## src/rtl/tcw_pkg.sv

```systemverilog
// ---------------------------------------------------------------------------
// tcw_pkg
// Types and constants of the text console writer.
// ---------------------------------------------------------------------------
package tcw_pkg;

  localparam int COLS   = 80;
  localparam int ROWS   = 25;
  localparam int CELLS  = ROWS * COLS;
  localparam int ADDR_W = $clog2(CELLS);
  localparam int SRC_W  = $clog2(2 * CELLS);
  localparam int ROW_W  = 5;
  localparam int COL_W  = 7;
  localparam int CELL_W = 16;
  localparam int PADDR_W = 3;

  localparam logic [CELL_W-1:0] BLANK_CELL  = 16'h0700;
  localparam logic [7:0]        NEWLINE     = 8'd10;
  localparam logic [7:0]        COLOR_RESET = 8'h07;

  typedef enum logic [1:0] {
    CMD_PUT    = 2'd0,
    CMD_CLEAR  = 2'd1,
    CMD_SCROLL = 2'd2,
    CMD_READ   = 2'd3
  } cmd_t;

  typedef enum logic [2:0] {
    ST_SWEEP,
    ST_DRAIN,
    ST_IDLE,
    ST_WRITE,
    ST_READ,
    ST_DONE
  } seq_state_t;

  typedef struct packed {
    cmd_t        command;
    logic [7:0]  char_in;
    logic [5:0]  scroll_count;
    logic [4:0]  read_row;
    logic [6:0]  read_col;
  } tcw_in_t;

  typedef struct packed {
    logic [7:0]  cell_char;
    logic [7:0]  cell_attr;
    logic [4:0]  cursor_row;
    logic [6:0]  cursor_col;
  } tcw_out_t;

  typedef struct packed {
    logic              en;
    logic [ADDR_W-1:0] addr;
    logic [CELL_W-1:0] data;
  } tcw_wr_t;

endpackage

```

## src/rtl/tcw_cfg.sv

```systemverilog
// ---------------------------------------------------------------------------
// tcw_cfg
// APB register file: text attribute byte.
// ---------------------------------------------------------------------------
module tcw_cfg (
  input  logic                        clk,
  input  logic                        rst_n,
  input  logic                        psel,
  input  logic                        penable,
  input  logic                        pwrite,
  input  logic [tcw_pkg::PADDR_W-1:0] paddr,
  input  logic [31:0]                 pwdata,
  output logic [31:0]                 prdata,
  output logic [7:0]                  text_color
);
  import tcw_pkg::*;

  logic [7:0] color_r;
  logic [7:0] color_nxt;
  logic       sel_color;

  assign sel_color = (paddr[PADDR_W-1:2] == '0);

  always_comb begin
    color_nxt = color_r;
    if (psel && penable && pwrite && sel_color) begin
      color_nxt = pwdata[7:0];
    end
  end

  always_ff @(posedge clk) begin
    if (!rst_n) begin
      color_r <= COLOR_RESET;
    end else begin
      color_r <= color_nxt;
    end
  end

  assign prdata     = sel_color ? {24'd0, color_r} : 32'd0;
  assign text_color = color_r;

endmodule

```

## config.mk

```make
export PLATFORM = sky130hd
export DESIGN_NAME = tcw_cfg
export DESIGN_NICKNAME = d
export VERILOG_FILES = /design/src/rtl/tcw_pkg.sv /design/src/rtl/tcw_cfg.sv
export SDC_FILE = /design/constraint.sdc
export NUM_CORES = 1
export LEC_CHECK = 0
export BUFFER_PORTS_ARGS = -buffer_cell sky130_fd_sc_hd__buf_2
export CORE_ASPECT_RATIO = 0.75
export CORE_MARGIN = 3
export CORE_UTILIZATION = 30
export DETAILED_ROUTE_END_ITERATION = 12
export PLACE_DENSITY_LB_ADDON = 0.05
export SETUP_SLACK_MARGIN = 0.15
export SYNTH_ARGS = -nofsm -noshare
export SYNTH_HDL_FRONTEND = slang
export SYNTH_SLANG_ARGS = --single-unit
```

## constraint.sdc

```tcl
create_clock -name clk -period 0.8 [get_ports clk]
set_input_delay 0.04 -clock clk [delete_from_list [all_inputs] [get_ports clk]]
set_output_delay 0.04 -clock clk [all_outputs]
set_load 0.02 [all_outputs]
```

==> results.toml, run 1 <==
[sta]
fmax_ghz = 1.06
finalHoldViolations = 0
setup_slack_ns = -0.139
period_needed_ns = 0.939
drv_slew = 0
whs_ns = 0.0208
tns_ns = -1.34
setup_viol = 15
fin_skew_ns = 0
fin_crit_sh_pct = 117
rsz0062_at_grt = "true"

[setup_path]
max_stage_delay_ns = 0.33
r2r.worst_path.cells = 4
cp-end-kind = "output pin"
worstPathRequired_ns = 0.76
critPathTopFamily = "flip-flops"
path_class = "reg -> out"
r2r_slack_ns = 0
worst_ep_arrival_time_ns = 0.90
path_cells = "and2b_2, buf_6"
startpoint_type = "register"
worstReg2RegStart = "text_color[1]"
slowest_stage = "dfxtp_2"
critPathLaunch = "text_color[0]"
cp_max_fo = 3
r2r_end = "text_color[1]"
critical_path_buf_inv_count = 1

[cts]
clk_pin_slew_worst_paths_ns = 0.05
cts.path.max_buffers = 2
cts_buffers = 3
clk_root_buffer_cell = "clkbuf_4"
clock_sinks = 8
hold_buffers = 0
cts_tree = "built"
htree_levels = 1
clk_latency_ns = 0.25

[power_and_ir_drop]
p_per_area_nw_per_um2 = 1110
ir_drop_mv = 0.955
finalPower_mw = 1.02
p_leak_nw = 0.469

[routing]
remaining_drc_errors = 0
vias = 504
drt_first_pass_iters = 2
vias_per_cell = 3.82
postRouteWirelength_mm = 1.35
routedWlPerCell_um = 10.2
ant_nets = 0
first_iter_violations = 3

[grt]
gr-total-overflow = 0
antenna_found_initial = 0
grt_pass1_vias = 360
grt_max_degree = 17
grt_pass1_wl_mm = 1.77
grtUsageTotal_pct = 9.56

[floorplanning]
dieArea_um2 = 2560
ios = 80
start_util_pct = 32.9
die-width_um = 57.4
dieHeight_um = 44.5
rows = 13
core_area_um2 = 1810

[finish]
syn_to_final_growth_pct = 54.5
largest_reg_flops = 8
final_layout_size_suffix_gt1_share_pct = 58.2
stdcell_count = 132
layout_commonest_cell = "conb_1"
final_cell_mix = "conb_1 (24), buf_6 (22), buf_2 (13)"
fin_nets = 152
n_antenna_cell = 0
fillers = 180

[synth]
synth_area_um2 = 594
synth.distinct_cells = 10
syn_inst = 68
ys_warn_count = 0
synth-seq-cells = 8
netlist_top_cells_area = "buf_4 (30%), dfxtp_1 (27%), mux2i_1 (13%)"
ys_seq_area_share_pct = 26.9
synth_area_leader_cell = "buf_4"
synth_top_area_share_pct = 30.3
syn_avg_cell_area_um2 = 8.74

[outcome]
outcome = "finished with violations"
violations = "setup timing"

[place]
hpwlAfterDp_um = 921
gp_congestion = 0.599
portBuffers = 29
placed_cells = 119
dpl_worst_slack_ns = -0.0220

[worst_hold_path]
hold_path_end = "text_color[5]"
hp-class = "in -> reg"
hold_start = "pwdata[5]"
min_path_cells = 3

[job]
maxCapViolCount = 0
[worst max path at each step]
stage / end / cells after the start
6_report: prdata[0] / 2
2_1_floorplan: text_color[0] / 3
4_1_cts: prdata[5] / 2
3_5_place_dp: text_color[0] / 4
3_3_place_gp: text_color[5] / 4
5_1_grt: prdata[5] / 2
[worst min-delay path: cells and delay by family]
family | cells | cell delay [ns]
muxes | 1 | 0.05
and+or+nand+nor | 1 | 0.05
buffers and inverters | 1 | 0.09
[cell usage after synthesis]
library cell	n
clkbuf_1	1
dfxtp_1	8
nand2_1	10
buf_6	1
conb_1	1
and2b_2	8
nor2b_1	6
and4b_1	1
buf_4	24
mux2i_1	8
[cell families (layout without fill, tap and decap cells)]
group | after synthesis | count (layout) | synth area share [%]
simple gates | 25 | 25 | 26.1
flops | 8 | 8 | 26.9
buf+inv | 26 | 45 | 32.8
other cells | 1 | 24 | 0.631
mux | 8 | 8 | 13.5
[what timing repair did]
| action | in CTS | in global routing |
|---|---|---|
| endpoints found under the setup margin | 16 | 22 |
| gates resized for setup | 31 | 10 |
| buffers inserted | 7 | 3 |
| pin swaps | 0 | 0 |
[cell type report]
type	count	area (um^2)	area share, %
clock buffers	3	22.5	2.45
multi-input cells	57	333	36.2
flip-flops and latches	8	170	18.5
well taps	22	27.5	3.00
repair buffers	42	365	39.8
[per-stage QoR]
stage | util [%] | area, um^2
CTS | 47.8 | 863
detailed placement | 38.3 | 691
finish | 50.9 | 918
global placement | 38.3 | 691
global route | 50.9 | 918
floorplan | - | 691
[where the power goes]
part	internal [mW]	switching [mW]	total, mW
Clock	0.172	0.137	0.308
Combinational	0.113	0.185	0.298
Sequential	0.409	0.00634	0.416
Total	0.694	0.328	1.02
[layer usage]
| metal | GRT usage (%) | vias up | routed length, um |
|---|---|---|---|
| met1 | 13.5 | 216 | 560 |
| met5 | 0 | - | 0 |
| met4 | 2.78 | 0 | 0 |
| met3 | 6.41 | 0 | 193 |
| li1 | - | 251 | - |
| met2 | 11.3 | 37 | 592 |
No activity file was read; power rests on OpenSTA's default activity.
==> run 2, diff against run 1 <==
--- a/config.mk
+++ b/config.mk
@@ -5,7 +5,7 @@
 export SDC_FILE = /design/constraint.sdc
 export NUM_CORES = 1
 export LEC_CHECK = 0
-export BUFFER_PORTS_ARGS = -buffer_cell sky130_fd_sc_hd__buf_2
+export BUFFER_PORTS_ARGS = -buffer_cell sky130_fd_sc_hd__buf_4
 export CORE_ASPECT_RATIO = 0.75
 export CORE_MARGIN = 3
 export CORE_UTILIZATION = 30
==> results.toml, run 2 (same netlist as run 1, synthesis figures left out) <==
[outcome]
outcome = "finished with violations"
violations = "setup timing"

[grt]
grtUsageTotal_pct = 10.3
grt_max_degree = 17
gr-total-overflow = 0
grt_pass1_vias = 428
grt_pass1_wl_mm = 1.97
antenna_found_initial = 0

[cts]
cts_buffers = 3
clock_sinks = 8
cts_tree = "built"
clk_latency_ns = 0.25
clk_root_buffer_cell = "clkbuf_4"
cts.path.max_buffers = 2
htree_levels = 1
clk_pin_slew_worst_paths_ns = 0.05

[place]
portBuffers = 29
gp_congestion = 0.597
placed_area_um2 = 763

[finish]
final_cell_mix = "conb_1 (24), buf_6 (24), buf_4 (17)"
fin_nets = 151
n_antenna_cell = 0
final_layout_size_suffix_gt1_share_pct = 59.6
fillers = 182
largest_reg_flops = 8
utilization_pct = 53.2
finalInstanceArea_um2 = 961
seqCellArea_um2 = 170
multiInputGateArea_um2 = 343
syn_to_final_growth_pct = 61.7

[routing]
remaining_drc_errors = 0
vias_per_cell = 3.89
first_iter_violations = 5
drt_first_pass_iters = 2
vias = 509
ant_nets = 0
routedWlPerCell_um = 10.6
postRouteWirelength_mm = 1.39

[floorplanning]
dieArea_um2 = 2560
dieHeight_um = 44.5
die-width_um = 57.4
ios = 80
core_area_um2 = 1810
start_util_pct = 32.9
rows = 13

[setup_path]
worstPathRequired_ns = 0.76
path_class = "reg -> out"
cp_max_fo = 2
cp-end-kind = "output pin"
startpoint_type = "register"
worst_ep_arrival_time_ns = 0.89

[sta]
whs_ns = 0.0381
setup_viol = 16
fin_crit_sh_pct = 116
fmax_ghz = 1.08
rsz0062_at_grt = "true"
fin_skew_ns = 0
period_needed_ns = 0.928
setup_slack_ns = -0.128
finalHoldViolations = 0
drv_slew = 0

[power_and_ir_drop]
clockPowerShare_pct = 29.3
p_per_area_nw_per_um2 = 1080
power_switching_uw = 328
switching_share_pct = 31.5
p_comb_share_pct = 30.8
seqPwrFrac_pct = 39.8
p_leak_nw = 0.484
ir_drop_mv = 0.569
p_int_uw = 714

[job]
maxCapViolCount = 0

[worst_hold_path]
hp-class = "in -> reg"
==> run 2: metrics by stage <==
step	setup TNS (ns)	setup slack (ns)	cells	power [mW]
2_1_floorplan	0	0.145	91	0.691
3_3_place_gp	-0.171	-0.0245	119	0.698
3_5_place_dp	-0.172	-0.0298	119	0.698
4_1_cts	-1.49	-0.128	130	1.04
5_1_grt	-1.73	-0.155	131	1.09
6_report	-1.31	-0.128	131	1.04
==> run 2: timing repair <==
action | CTS | global route
buffers inserted | 8 | 1
hold buffers | 0 | 0
cloned | 0 | 0
setup endpoints to repair | 16 | 24
gates resized for setup | 16 | 14
==> run 2: cell type report <==
| class | instances | area share [%] |
|---|---|---|
| Timing Repair Buffer | 41 | 41.4 |
| Tap cell | 22 | 2.86 |
| Multi-Input combinational cell | 57 | 35.7 |
| Sequential cell | 8 | 17.7 |
| Clock buffer | 3 | 2.34 |
==> run 2: power groups by stage <==
stage                     sequential [mW]  clock [mW]  combinational [mW]
after floorplan                     0.434           0               0.256
after global placement              0.424           0               0.274
after detailed placement            0.424           0               0.274
after CTS                           0.413       0.324               0.307
after global routing                0.416       0.338               0.341
final                               0.415       0.306               0.321
==> run 2: final timing paths <==
path                       from             to  slack (ns)  cells past startpoint
hold / removal        pwdata[6]  text_color[6]        0.04                      3
hold reg to reg   text_color[6]  text_color[6]        0.56                      3
setup / recovery  text_color[4]      prdata[4]       -0.13                      2
setup reg to reg  text_color[3]  text_color[3]        0.07                      4
==> run 2: per-layer routing <==
| layer | vias up | track usage, % | wire (um) |
|---|---|---|---|
| met4 | 0 | 4.17 | 0 |
| met3 | 0 | 3.50 | 194 |
| met2 | 34 | 15.1 | 593 |
| met1 | 224 | 13.8 | 599 |
| li1 | 251 | - | - |
| met5 | - | 0 | 0 |
==> run 2: worst max-delay path, stage by stage (launching register included) <==
cell and delay, ns:
dfxtp_2 0.32, and2b_2 0.19, buf_6 0.13
