## src/rtl/tcw_pkg.sv

```systemverilog
// ---------------------------------------------------------------------------
// tcw_pkg
// Types and constants of the text console writer.
// ---------------------------------------------------------------------------
package tcw_pkg;

  localparam int COLS   = 80;
  localparam int ROWS   = 25;
  localparam int CELLS  = ROWS * COLS;
  localparam int ADDR_W = $clog2(CELLS);
  localparam int SRC_W  = $clog2(2 * CELLS);
  localparam int ROW_W  = 5;
  localparam int COL_W  = 7;
  localparam int CELL_W = 16;
  localparam int PADDR_W = 3;

  localparam logic [CELL_W-1:0] BLANK_CELL  = 16'h0700;
  localparam logic [7:0]        NEWLINE     = 8'd10;
  localparam logic [7:0]        COLOR_RESET = 8'h07;

  typedef enum logic [1:0] {
    CMD_PUT    = 2'd0,
    CMD_CLEAR  = 2'd1,
    CMD_SCROLL = 2'd2,
    CMD_READ   = 2'd3
  } cmd_t;

  typedef enum logic [2:0] {
    ST_SWEEP,
    ST_DRAIN,
    ST_IDLE,
    ST_WRITE,
    ST_READ,
    ST_DONE
  } seq_state_t;

  typedef struct packed {
    cmd_t        command;
    logic [7:0]  char_in;
    logic [5:0]  scroll_count;
    logic [4:0]  read_row;
    logic [6:0]  read_col;
  } tcw_in_t;

  typedef struct packed {
    logic [7:0]  cell_char;
    logic [7:0]  cell_attr;
    logic [4:0]  cursor_row;
    logic [6:0]  cursor_col;
  } tcw_out_t;

  typedef struct packed {
    logic              en;
    logic [ADDR_W-1:0] addr;
    logic [CELL_W-1:0] data;
  } tcw_wr_t;

endpackage

```

## src/rtl/tcw_seq.sv

```systemverilog
// ---------------------------------------------------------------------------
// tcw_seq
// Command sequencer: cursor, screen sweeps, cell writes and reads, result
// register.
// ---------------------------------------------------------------------------
module tcw_seq (
  input  logic                        clk,
  input  logic                        rst_n,
  input  logic                        in_valid,
  output logic                        in_stall,
  input  tcw_pkg::tcw_in_t            in_data,
  output logic                        out_valid,
  input  logic                        out_stall,
  output tcw_pkg::tcw_out_t           out_data,
  input  logic [7:0]                  text_color,
  output tcw_pkg::tcw_wr_t            mem_wr,
  output logic [tcw_pkg::ADDR_W-1:0]  mem_raddr,
  input  logic [tcw_pkg::CELL_W-1:0]  mem_rdata
);
  import tcw_pkg::*;

  localparam logic [ADDR_W-1:0] COLS_A    = ADDR_W'(COLS);
  localparam logic [ADDR_W-1:0] LAST_A    = ADDR_W'(CELLS - 1);
  localparam logic [SRC_W-1:0]  CELLS_S   = SRC_W'(CELLS);
  localparam logic [SRC_W-1:0]  COLS_S    = SRC_W'(COLS);
  localparam logic [ROW_W:0]    ROWS_R    = (ROW_W + 1)'(ROWS);
  localparam logic [ROW_W-1:0]  LAST_ROW  = ROW_W'(ROWS - 1);
  localparam logic [COL_W-1:0]  COLS_C    = COL_W'(COLS);
  localparam logic [5:0]        ROWS_CNT  = 6'(ROWS);

  seq_state_t        state_r, state_nxt;
  logic [ADDR_W-1:0] p_r, p_nxt;
  logic [SRC_W-1:0]  offs_r, offs_nxt;
  logic              wr_en_r, wr_en_nxt;
  logic [ADDR_W-1:0] wr_addr_r, wr_addr_nxt;
  logic              wr_ok_r, wr_ok_nxt;
  logic              init_r, init_nxt;
  logic              char_pend_r, char_pend_nxt;
  logic [ADDR_W-1:0] char_addr_r, char_addr_nxt;
  logic [7:0]        char_byte_r, char_byte_nxt;
  logic [ROW_W-1:0]  cur_row_r, cur_row_nxt;
  logic [COL_W-1:0]  cur_col_r, cur_col_nxt;
  logic [CELL_W-1:0] cell_r, cell_nxt;
  logic              out_valid_r, out_valid_nxt;
  tcw_out_t          out_data_r, out_data_nxt;

  logic [SRC_W-1:0]  src;
  logic              src_ok;
  logic [ROW_W:0]    pc_row;
  logic [COL_W-1:0]  pc_col;
  logic              pc_scroll;
  logic              pc_nl;
  logic [5:0]        scr_n;
  logic              rd_ok;
  logic [ADDR_W-1:0] rd_addr;

  assign src    = SRC_W'(p_r) + offs_r;
  assign src_ok = (src < CELLS_S);

  // cursor update for put_char
  always_comb begin
    pc_nl     = (in_data.char_in == NEWLINE);
    pc_row    = {1'b0, cur_row_r};
    pc_col    = cur_col_r;
    pc_scroll = 1'b0;
    if (pc_nl) begin
      pc_row = pc_row + 1'b1;
      pc_col = '0;
    end
    if (pc_col >= COLS_C) begin
      pc_row = pc_row + 1'b1;
      pc_col = '0;
    end
    if (pc_row >= ROWS_R) begin
      pc_row    = {1'b0, LAST_ROW};
      pc_col    = '0;
      pc_scroll = 1'b1;
    end
  end

  assign scr_n   = (in_data.scroll_count > ROWS_CNT) ? ROWS_CNT : in_data.scroll_count;
  assign rd_ok   = (in_data.read_row < ROW_W'(ROWS)) && (in_data.read_col < COLS_C);
  assign rd_addr = ADDR_W'(in_data.read_row) * COLS_A + ADDR_W'(in_data.read_col);

  always_comb begin
    state_nxt     = state_r;
    p_nxt         = p_r;
    offs_nxt      = offs_r;
    wr_en_nxt     = 1'b0;
    wr_addr_nxt   = wr_addr_r;
    wr_ok_nxt     = wr_ok_r;
    init_nxt      = init_r;
    char_pend_nxt = char_pend_r;
    char_addr_nxt = char_addr_r;
    char_byte_nxt = char_byte_r;
    cur_row_nxt   = cur_row_r;
    cur_col_nxt   = cur_col_r;
    cell_nxt      = cell_r;
    out_valid_nxt = out_valid_r && out_stall;
    out_data_nxt  = out_data_r;
    mem_raddr     = src[ADDR_W-1:0];

    unique case (state_r)
      ST_IDLE: begin
        mem_raddr = rd_addr;
        if (in_valid) begin
          cell_nxt      = '0;
          char_pend_nxt = 1'b0;
          p_nxt         = '0;
          unique case (in_data.command)
            CMD_PUT: begin
              if (in_data.char_in == 8'd0) begin
                state_nxt = ST_DONE;
              end else begin
                char_pend_nxt = !pc_nl;
                char_byte_nxt = in_data.char_in;
                char_addr_nxt = ADDR_W'(pc_row) * COLS_A + ADDR_W'(pc_col);
                cur_row_nxt   = pc_row[ROW_W-1:0];
                cur_col_nxt   = pc_nl ? pc_col : pc_col + 1'b1;
                offs_nxt      = COLS_S;
                if (pc_scroll) begin
                  state_nxt = ST_SWEEP;
                end else if (!pc_nl) begin
                  state_nxt = ST_WRITE;
                end else begin
                  state_nxt = ST_DONE;
                end
              end
            end
            CMD_CLEAR: begin
              offs_nxt  = CELLS_S;
              state_nxt = ST_SWEEP;
            end
            CMD_SCROLL: begin
              offs_nxt  = SRC_W'(scr_n) * COLS_S;
              state_nxt = (scr_n == 6'd0) ? ST_DONE : ST_SWEEP;
            end
            CMD_READ: begin
              state_nxt = rd_ok ? ST_READ : ST_DONE;
            end
            default: begin
              state_nxt = ST_DONE;
            end
          endcase
        end
      end
      ST_SWEEP: begin
        wr_en_nxt   = 1'b1;
        wr_addr_nxt = p_r;
        wr_ok_nxt   = src_ok;
        p_nxt       = p_r + 1'b1;
        if (p_r == LAST_A) begin
          p_nxt     = '0;
          state_nxt = ST_DRAIN;
        end
      end
      ST_DRAIN: begin
        if (init_r) begin
          init_nxt  = 1'b0;
          state_nxt = ST_IDLE;
        end else if (char_pend_r) begin
          state_nxt = ST_WRITE;
        end else begin
          state_nxt = ST_DONE;
        end
      end
      ST_WRITE: begin
        state_nxt = ST_DONE;
      end
      ST_READ: begin
        cell_nxt  = mem_rdata;
        state_nxt = ST_DONE;
      end
      ST_DONE: begin
        if (!out_valid_r || !out_stall) begin
          out_valid_nxt           = 1'b1;
          out_data_nxt.cell_char  = cell_r[7:0];
          out_data_nxt.cell_attr  = cell_r[15:8];
          out_data_nxt.cursor_row = cur_row_r;
          out_data_nxt.cursor_col = cur_col_r;
          state_nxt               = ST_IDLE;
        end
      end
      default: begin
        state_nxt = ST_IDLE;
      end
    endcase
  end

  always_comb begin
    mem_wr.en = wr_en_r || (state_r == ST_WRITE);
    if (state_r == ST_WRITE) begin
      mem_wr.addr = char_addr_r;
      mem_wr.data = {text_color, char_byte_r};
    end else begin
      mem_wr.addr = wr_addr_r;
      mem_wr.data = wr_ok_r ? mem_rdata : BLANK_CELL;
    end
  end

  always_ff @(posedge clk) begin
    if (!rst_n) begin
      state_r     <= ST_SWEEP;
      p_r         <= '0;
      offs_r      <= CELLS_S;
      wr_en_r     <= 1'b0;
      init_r      <= 1'b1;
      char_pend_r <= 1'b0;
      cur_row_r   <= LAST_ROW;
      cur_col_r   <= '0;
      out_valid_r <= 1'b0;
    end else begin
      state_r     <= state_nxt;
      p_r         <= p_nxt;
      offs_r      <= offs_nxt;
      wr_en_r     <= wr_en_nxt;
      init_r      <= init_nxt;
      char_pend_r <= char_pend_nxt;
      cur_row_r   <= cur_row_nxt;
      cur_col_r   <= cur_col_nxt;
      out_valid_r <= out_valid_nxt;
    end
  end

  always_ff @(posedge clk) begin
    wr_addr_r   <= wr_addr_nxt;
    wr_ok_r     <= wr_ok_nxt;
    char_addr_r <= char_addr_nxt;
    char_byte_r <= char_byte_nxt;
    cell_r      <= cell_nxt;
    out_data_r  <= out_data_nxt;
  end

  assign in_stall  = (state_r != ST_IDLE);
  assign out_valid = out_valid_r;
  assign out_data  = out_data_r;

endmodule

```

## config.mk

```make
export PLATFORM = sky130hd
export DESIGN_NAME = tcw_seq
export DESIGN_NICKNAME = d
export VERILOG_FILES = /design/src/rtl/tcw_pkg.sv /design/src/rtl/tcw_seq.sv
export SDC_FILE = /design/constraint.sdc
export NUM_CORES = 1
export LEC_CHECK = 0
export BUFFER_PORTS_ARGS = -buffer_cell sky130_fd_sc_hd__buf_2
export CAP_MARGIN = 20
export CORE_MARGIN = 1.5
export CORE_UTILIZATION = 40
export CTS_CLUSTER_DIAMETER = 150
export DETAILED_ROUTE_END_ITERATION = 10
export GPL_TIMING_DRIVEN = 0
export PLACE_DENSITY = 0.72
export SYNTH_ARGS = -nofsm -noshare
export SYNTH_HDL_FRONTEND = slang
export SYNTH_SLANG_ARGS = --single-unit
```

## constraint.sdc

```tcl
create_clock -name clk -period 8.64 [get_ports clk]
set_input_delay 0.864 -clock clk [delete_from_list [all_inputs] [get_ports clk]]
set_output_delay 0.864 -clock clk [all_outputs]
set_load 0.1 [all_outputs]
```

==> impl_metrics.py, run 1 <==
metrics = {
    "finish": {
        "drive_above_1_share": 0.207,
        "nets": 919,
        "antenna_cells": 0,
        "area_growth_pct": 22.5,
        "final_util": 0.502,
    },
    "global_route": {
        "grt_pass1_vias": 5048,
        "gr-usage-all-layers": 0.190,
        "grt_max_degree": 29,
        "grt_pass1_wl_um": 24900,
        "overflow": 0,
        "antenna_found_initial": 0,
    },
    "synth": {
        "yosysMostFrequentCell": "nand2_1",
        "synth_commonest_cells": "125 x nand2_1, 75 x edfxtp_1, 42 x ha_1",
        "yosysUniqueCellTypes": 68,
        "ys_ff_latch": 113,
        "yosysTopAreaCell": "edfxtp_1",
        "synthCells": 672,
        "async_reset_ff_frac": 0,
        "synth_area_leaders": "edfxtp_1 35%, dfxtp_1 12%, ha_1 8.1%",
        "yosysWarnings": 0,
        "synth.avg_cell_area_um2": 9.64,
        "synth_flop_cell": "edfxtp_1",
        "netlist.area_leader.share": 0.347,
        "yosysSeqAreaShare": 0.465,
        "synth-edff-count": 75,
        "netlist_area_um2": 6480,
    },
    "clock_network": {
        "clk_pin_slew_ps": 60,
        "postCtsHoldBufs": 0,
        "cts_buffer_depth": 2,
        "clk_latency_ps": 410,
        "cts_max_level": 4,
        "cts_root_buf": "clkbuf_16",
        "cts_buffers": 17,
        "post-cts-setup-buffer-count": 0,
        "cts_sinks": 113,
        "cts_resized": 0,
        "cts_tree": "yes",
    },
    "route": {
        "drt_first_iter_violations": 375,
        "dr_total_vias": 5463,
        "firstDrtPassIters": 5,
        "routed_wl_um": 15800,
        "via_per_inst": 5.23,
        "ant_nets": 0,
        "wl_per_cell_um": 15.2,
        "route.detailed.drc": 0,
    },
    "timing": {
        "min_period_over_period": 0.661,
        "hold_viol": 0,
        "finClkSkew_ps": 9.20,
        "worstMarginPinSlew_ps": 962,
        "tns_ps": 0,
        "min_period_ps": 5710,
        "fmax_mhz": 175,
        "rsz0062_at_grt": "false",
        "setup_viol": 0,
        "slew_violations": 0,
        "slew_headroom": 0.357,
    },
    "placed_design": {
        "portBuffers": 122,
        "post-dp-hpwl_um": 12100,
        "gp_congestion": 0.903,
    },
    "setup_path": {
        "crit_arrival_ps": 5850,
        "worstSetupPathType": "input port to flop",
        "start_kind": "input port",
        "endpoint_kind": "flop",
        "worstPathMaxFanout": 9,
        "critPathRequiredTime_ps": 8780,
    },
    "power": {
        "irDropWorstVdd_mv": 0.112,
        "powerDensity_nw_per_um2": 166,
        "leakagePower_nw": 3.47,
    },
    "job": {
        "drv_cap": 0,
    },
    "floorplanning": {
        "core_area_um2": 15800,
        "die_w_um": 130,
        "fp.dieArea_um2": 17000,
        "num_rows": 46,
        "fp.dieH_um": 130,
        "io_pins": 125,
        "start_util": 0.409,
    },
    "hold_path": {
        "hp-class": "flop to flop",
    },
    "status": {
        "status": "completed",
    },
}
==> layout make-up <==
| class | count | area (um^2) |
|---|---|---|
| flip-flops and latches | 113 | 3010 |
| clock inverters | 13 | 115 |
| inverters | 27 | 101 |
| well taps | 216 | 270 |
| clock buffers | 19 | 433 |
| repair buffers | 123 | 622 |
| plain buffers | 31 | 128 |
| fillers | 1413 | 7890 |
| multi-input cells | 502 | 3260 |
==> power breakdown <==
part / switching [mW] / total (mW) / internal, mW / leakage (nW)
Combinational: 0.0631 / 0.101 / 0.0379 / 2.23
Sequential: 0.00414 / 0.579 / 0.575 / 1.00
Clock: 0.248 / 0.642 / 0.394 / 0.248
==> sequential cells by signal, indices dropped and copies added, names as in the netlist, 3 cells and up <==
name / count
cell_r: 16
char_addr_r: 11
char_byte_r: 8
cur_col_r: 7
cur_row_r: 5
offs_r: 8
out_data: 28
p_r: 11
state_r: 3
wr_addr_r: 11
==> layer usage <==
layer	vias to the layer above	global-route usage	part of all wire
li1	2707	-	-
met1	2533	0.240	0.45
met2	192	0.317	0.47
met3	31	0.0426	0.065
met4	0	0.0752	0.023
met5	-	0	0
==> critical path: stages <==
cell and delay (ps):
buf_2 130, nor4_4 570, nand2_2 310, xnor2_1 210, ha_1 220, o211a_1 130, and2_1 190, a211oi_4 400
a222oi_1 130, buf_4 210, or3_1 440, inv_1 120, ha_1 240, ha_1 230, fa_1 390, xnor2_1 170
or3b_2 490, xnor2_1 190, xnor2_1 100, xnor2_1 120
==> final timing paths <==
path / slack [ps] / cells after the start / end / start
worst max-delay path: 2930 / 20 / char_addr_r[10] / in_data[23]
worst max register to register: 3750 / 19 / char_addr_r[10] / cur_row_r[1]
worst min register to register: 420 / 0 / out_data[27] / cell_r[7]
worst min-delay path: 420 / 0 / out_data[27] / cell_r[7]
==> per-stage QoR <==
stage	setup WS [ps]	instances	power (mW)	cell area, um^2	hold WS, ps
finish	2930	1044	1.32	7940	419
global route	2670	1044	1.36	7940	418
CTS	2960	1044	1.33	7940	419
detailed placement	2580	1012	0.690	7390	408
global placement	2640	1011	0.689	7370	401
floorplan	3330	673	0.657	6480	400
==> cells in the final DEF (no fill, tap or decap), types with 4 or more instances in the layout <==
cell / n
nand2_1: 125
buf_2: 122
edfxtp_1: 75
ha_1: 42
dfxtp_1: 38
nor2_1: 35
o21ai_0: 33
clkbuf_1: 30
nand3_1: 27
a21oi_1: 27
inv_1: 26
and3_1: 22
xnor2_1: 20
clkbuf_16: 17
and2_1: 15
nor2b_1: 13
a21o_1: 11
nor3_1: 9
nand2b_1: 8
a31oi_1: 8
xor2_1: 7
clkinvlp_4: 7
nand4_1: 6
o211ai_1: 6
fa_1: 6
o21a_1: 5
o31ai_1: 5
a21boi_0: 5
nor3b_1: 4
mux2i_1: 4
or2_2: 4
==> logic make-up (layout without fill, tap and decap cells) <==
family | after synthesis | count (layout) | synth area share
simple gates | 290 | 290 | 0.221
compound gates | 130 | 130 | 0.134
flops | 113 | 113 | 0.465
buf+inv | 58 | 213 | 0.0353
fa+ha+maj | 48 | 48 | 0.0996
xor+xnor | 27 | 27 | 0.0365
mux | 5 | 5 | 0.00792
other cells | 1 | 2 | 0.000579
No activity file was read; power rests on OpenSTA's default activity.
==> run 2, diff against run 1 <==
Settings changed: PLACE_DENSITY 0.72 to 0.74.
Clock period 8.64 ns to 5.2 ns, I/O delays scaled along.
==> run 2 against run 1 <==
Design area is 0.74% higher. Sequential share of layout area is 0.28 points lower. Non-clock buffer count is 3 higher. Sequential power increased by 66%. Clock-buffer cell count fell by 2. Critical path depth grew 1. Hold slack worse by 86 ps. Via count grew 0.31%. Clock power is 76% higher. Critical path type unchanged. Critical endpoint unchanged.
==> impl_metrics.py, run 2 (synthesis gave the netlist of run 1 again) <==
metrics = {
    "placed_design": {
        "post-dp-hpwl_um": 12000,
        "gp_congestion": 0.902,
        "placed_area_um2": 7390,
        "place_ws_ps": -553,
        "portBuffers": 122,
    },
    "global_route": {
        "grt_pass1_wl_um": 25100,
        "grt_pass1_vias": 5106,
        "globalRoute.busiestLayer": "met2",
        "use_met1": 0.238,
        "overflow": 0,
        "grt_max_degree": 29,
        "grt_util_met2": 0.318,
        "antenna_found_initial": 1,
        "met3_usage": 0.0422,
        "gr-usage-all-layers": 0.192,
    },
    "power": {
        "powerDensity_nw_per_um2": 283,
        "irDropWorstVdd_mv": 0.233,
        "finalPower_mw": 2.26,
        "leakagePower_nw": 3.52,
    },
    "route": {
        "routed_wl_um": 16000,
        "wl_per_cell_um": 15.3,
        "drt_first_iter_violations": 330,
        "route.detailed.drc": 0,
        "dr_total_vias": 5480,
        "firstDrtPassIters": 5,
        "via_per_inst": 5.23,
        "ant_nets": 0,
    },
    "setup_path": {
        "endpoint_kind": "flop",
        "start_kind": "input port",
        "worstPathMaxFanout": 8,
        "critPathRequiredTime_ps": 5340,
        "crit_arrival_ps": 5120,
        "worstSetupPathType": "input port to flop",
        "worstPathCellList": "buf_2, or4_1, nor2_4, nand2_1, nand2_1, ha_1, o211a_1, a211oi_1, a211oi_4, a222oi_1, buf_4, or3_1, inv_1, ha_1, ha_1, fa_1, xnor2_1, or3b_2, xnor2_1, xnor2_1, xnor2_1",
        "slowest_delay_ps": 680,
        "cp_common_cell": "xnor2_1",
        "crit_slowest_cell": "or4_1",
    },
    "timing": {
        "hold_viol": 0,
        "min_period_ps": 4980,
        "fmax_mhz": 201,
        "worstMarginPinSlew_ps": 935,
        "min_period_over_period": 0.958,
        "whs_ps": 332,
        "slew_headroom": 0.375,
        "tns_ps": 0,
        "slew_violations": 0,
        "finClkSkew_ps": 7.32,
        "setup_ws_ps": 221,
        "setup_viol": 0,
    },
    "clock_network": {
        "cts_sinks": 113,
        "cts_buffers": 17,
        "postCtsHoldBufs": 0,
        "cts_resized": 0,
        "cts_root_buf": "clkbuf_16",
        "clk_pin_slew_ps": 50,
        "cts_max_level": 4,
        "clk_latency_ps": 410,
        "cts_tree": "yes",
        "cts_buffer_depth": 2,
    },
    "floorplanning": {
        "num_rows": 46,
        "core_area_um2": 15800,
        "fp.dieArea_um2": 17000,
        "io_pins": 125,
        "start_util": 0.409,
        "die_w_um": 130,
        "fp.dieH_um": 130,
    },
    "status": {
        "status": "completed",
    },
    "finish": {
        "drive_above_1_share": 0.211,
        "antenna_cells": 0,
        "nets": 922,
        "area_growth_pct": 23.4,
        "largest_reg_flops": 28,
        "design_area_um2": 8000,
        "final_cell_mix": "125 x nand2_1, 122 x buf_2, 75 x edfxtp_1",
        "final_common_cell": "nand2_1",
        "fillers": 1442,
    },
    "job": {
        "drv_cap": 0,
    },
    "hold_path": {
        "hp-class": "input port to flop",
    },
}
[run 2: cell count changes in the layout (fill, tap and decap cells not counted), sizes merged]
cell | previous run | this run
buf | 126 | 129
clkinvlp | 7 | 2
clkinv | 4 | 8
inv | 28 | 30
bufinv | 1 | 2
clkbuf | 47 | 45
[run 2: final timing paths]
kind,depth (start not counted),slack [ps],start,end
min reg2reg,0,420,cell_r[6],out_data[26]
max,21,220,in_data[23],char_addr_r[10]
min,1,330,in_data[25],char_byte_r[7]
max reg2reg,19,470,cur_row_r[1],char_addr_r[10]
[run 2: power breakdown]
group	leakage, nW	internal [mW]	switching (mW)
Sequential	1.00	0.955	0.00638
Combinational	2.24	0.0632	0.106
Clock	0.282	0.708	0.422
[run 2: through the flow]
stage | instances | utilization
after floorplan | 673 | -
after global placement | 1011 | 0.465
after detailed placement | 1012 | 0.467
after CTS | 1045 | 0.505
after global routing | 1047 | 0.505
final | 1047 | 0.505
[run 2: repair_timing]
action	in CTS	in global routing
endpoints found under the hold margin	0	0
setup endpoints to repair	1	1
setup buffers	1	2
pin swaps	1	2
[run 2: layer usage]
metal | vias up | wire length (um)
met4 | 0 | 469
met3 | 38 | 1090
li1 | 2701 | -
met1 | 2529 | 7020
met2 | 212 | 7400
met5 | - | 0
[run 2: area by class of cell]
| class | instances | area (um^2) | area share |
|---|---|---|---|
| repair buffers | 126 | 644 | 0.0805 |
| flip-flops and latches | 113 | 3010 | 0.377 |
| multi-input cells | 502 | 3260 | 0.407 |
| clock buffers | 17 | 425 | 0.0532 |
| clock inverters | 15 | 159 | 0.0199 |
| inverters | 27 | 101 | 0.0127 |
| plain buffers | 31 | 128 | 0.0160 |
| well taps | 216 | 270 | 0.0338 |
[run 2: worst max-delay path, delay by kind of cell]
family                     cells  cell delay [ps]
AOI/OAI and AO/OA              4              620
xor gates and xnor gates       4              590
adders and majority gates      4             1010
buffers and inverters          3              450
and+or+nand+nor                6             1930
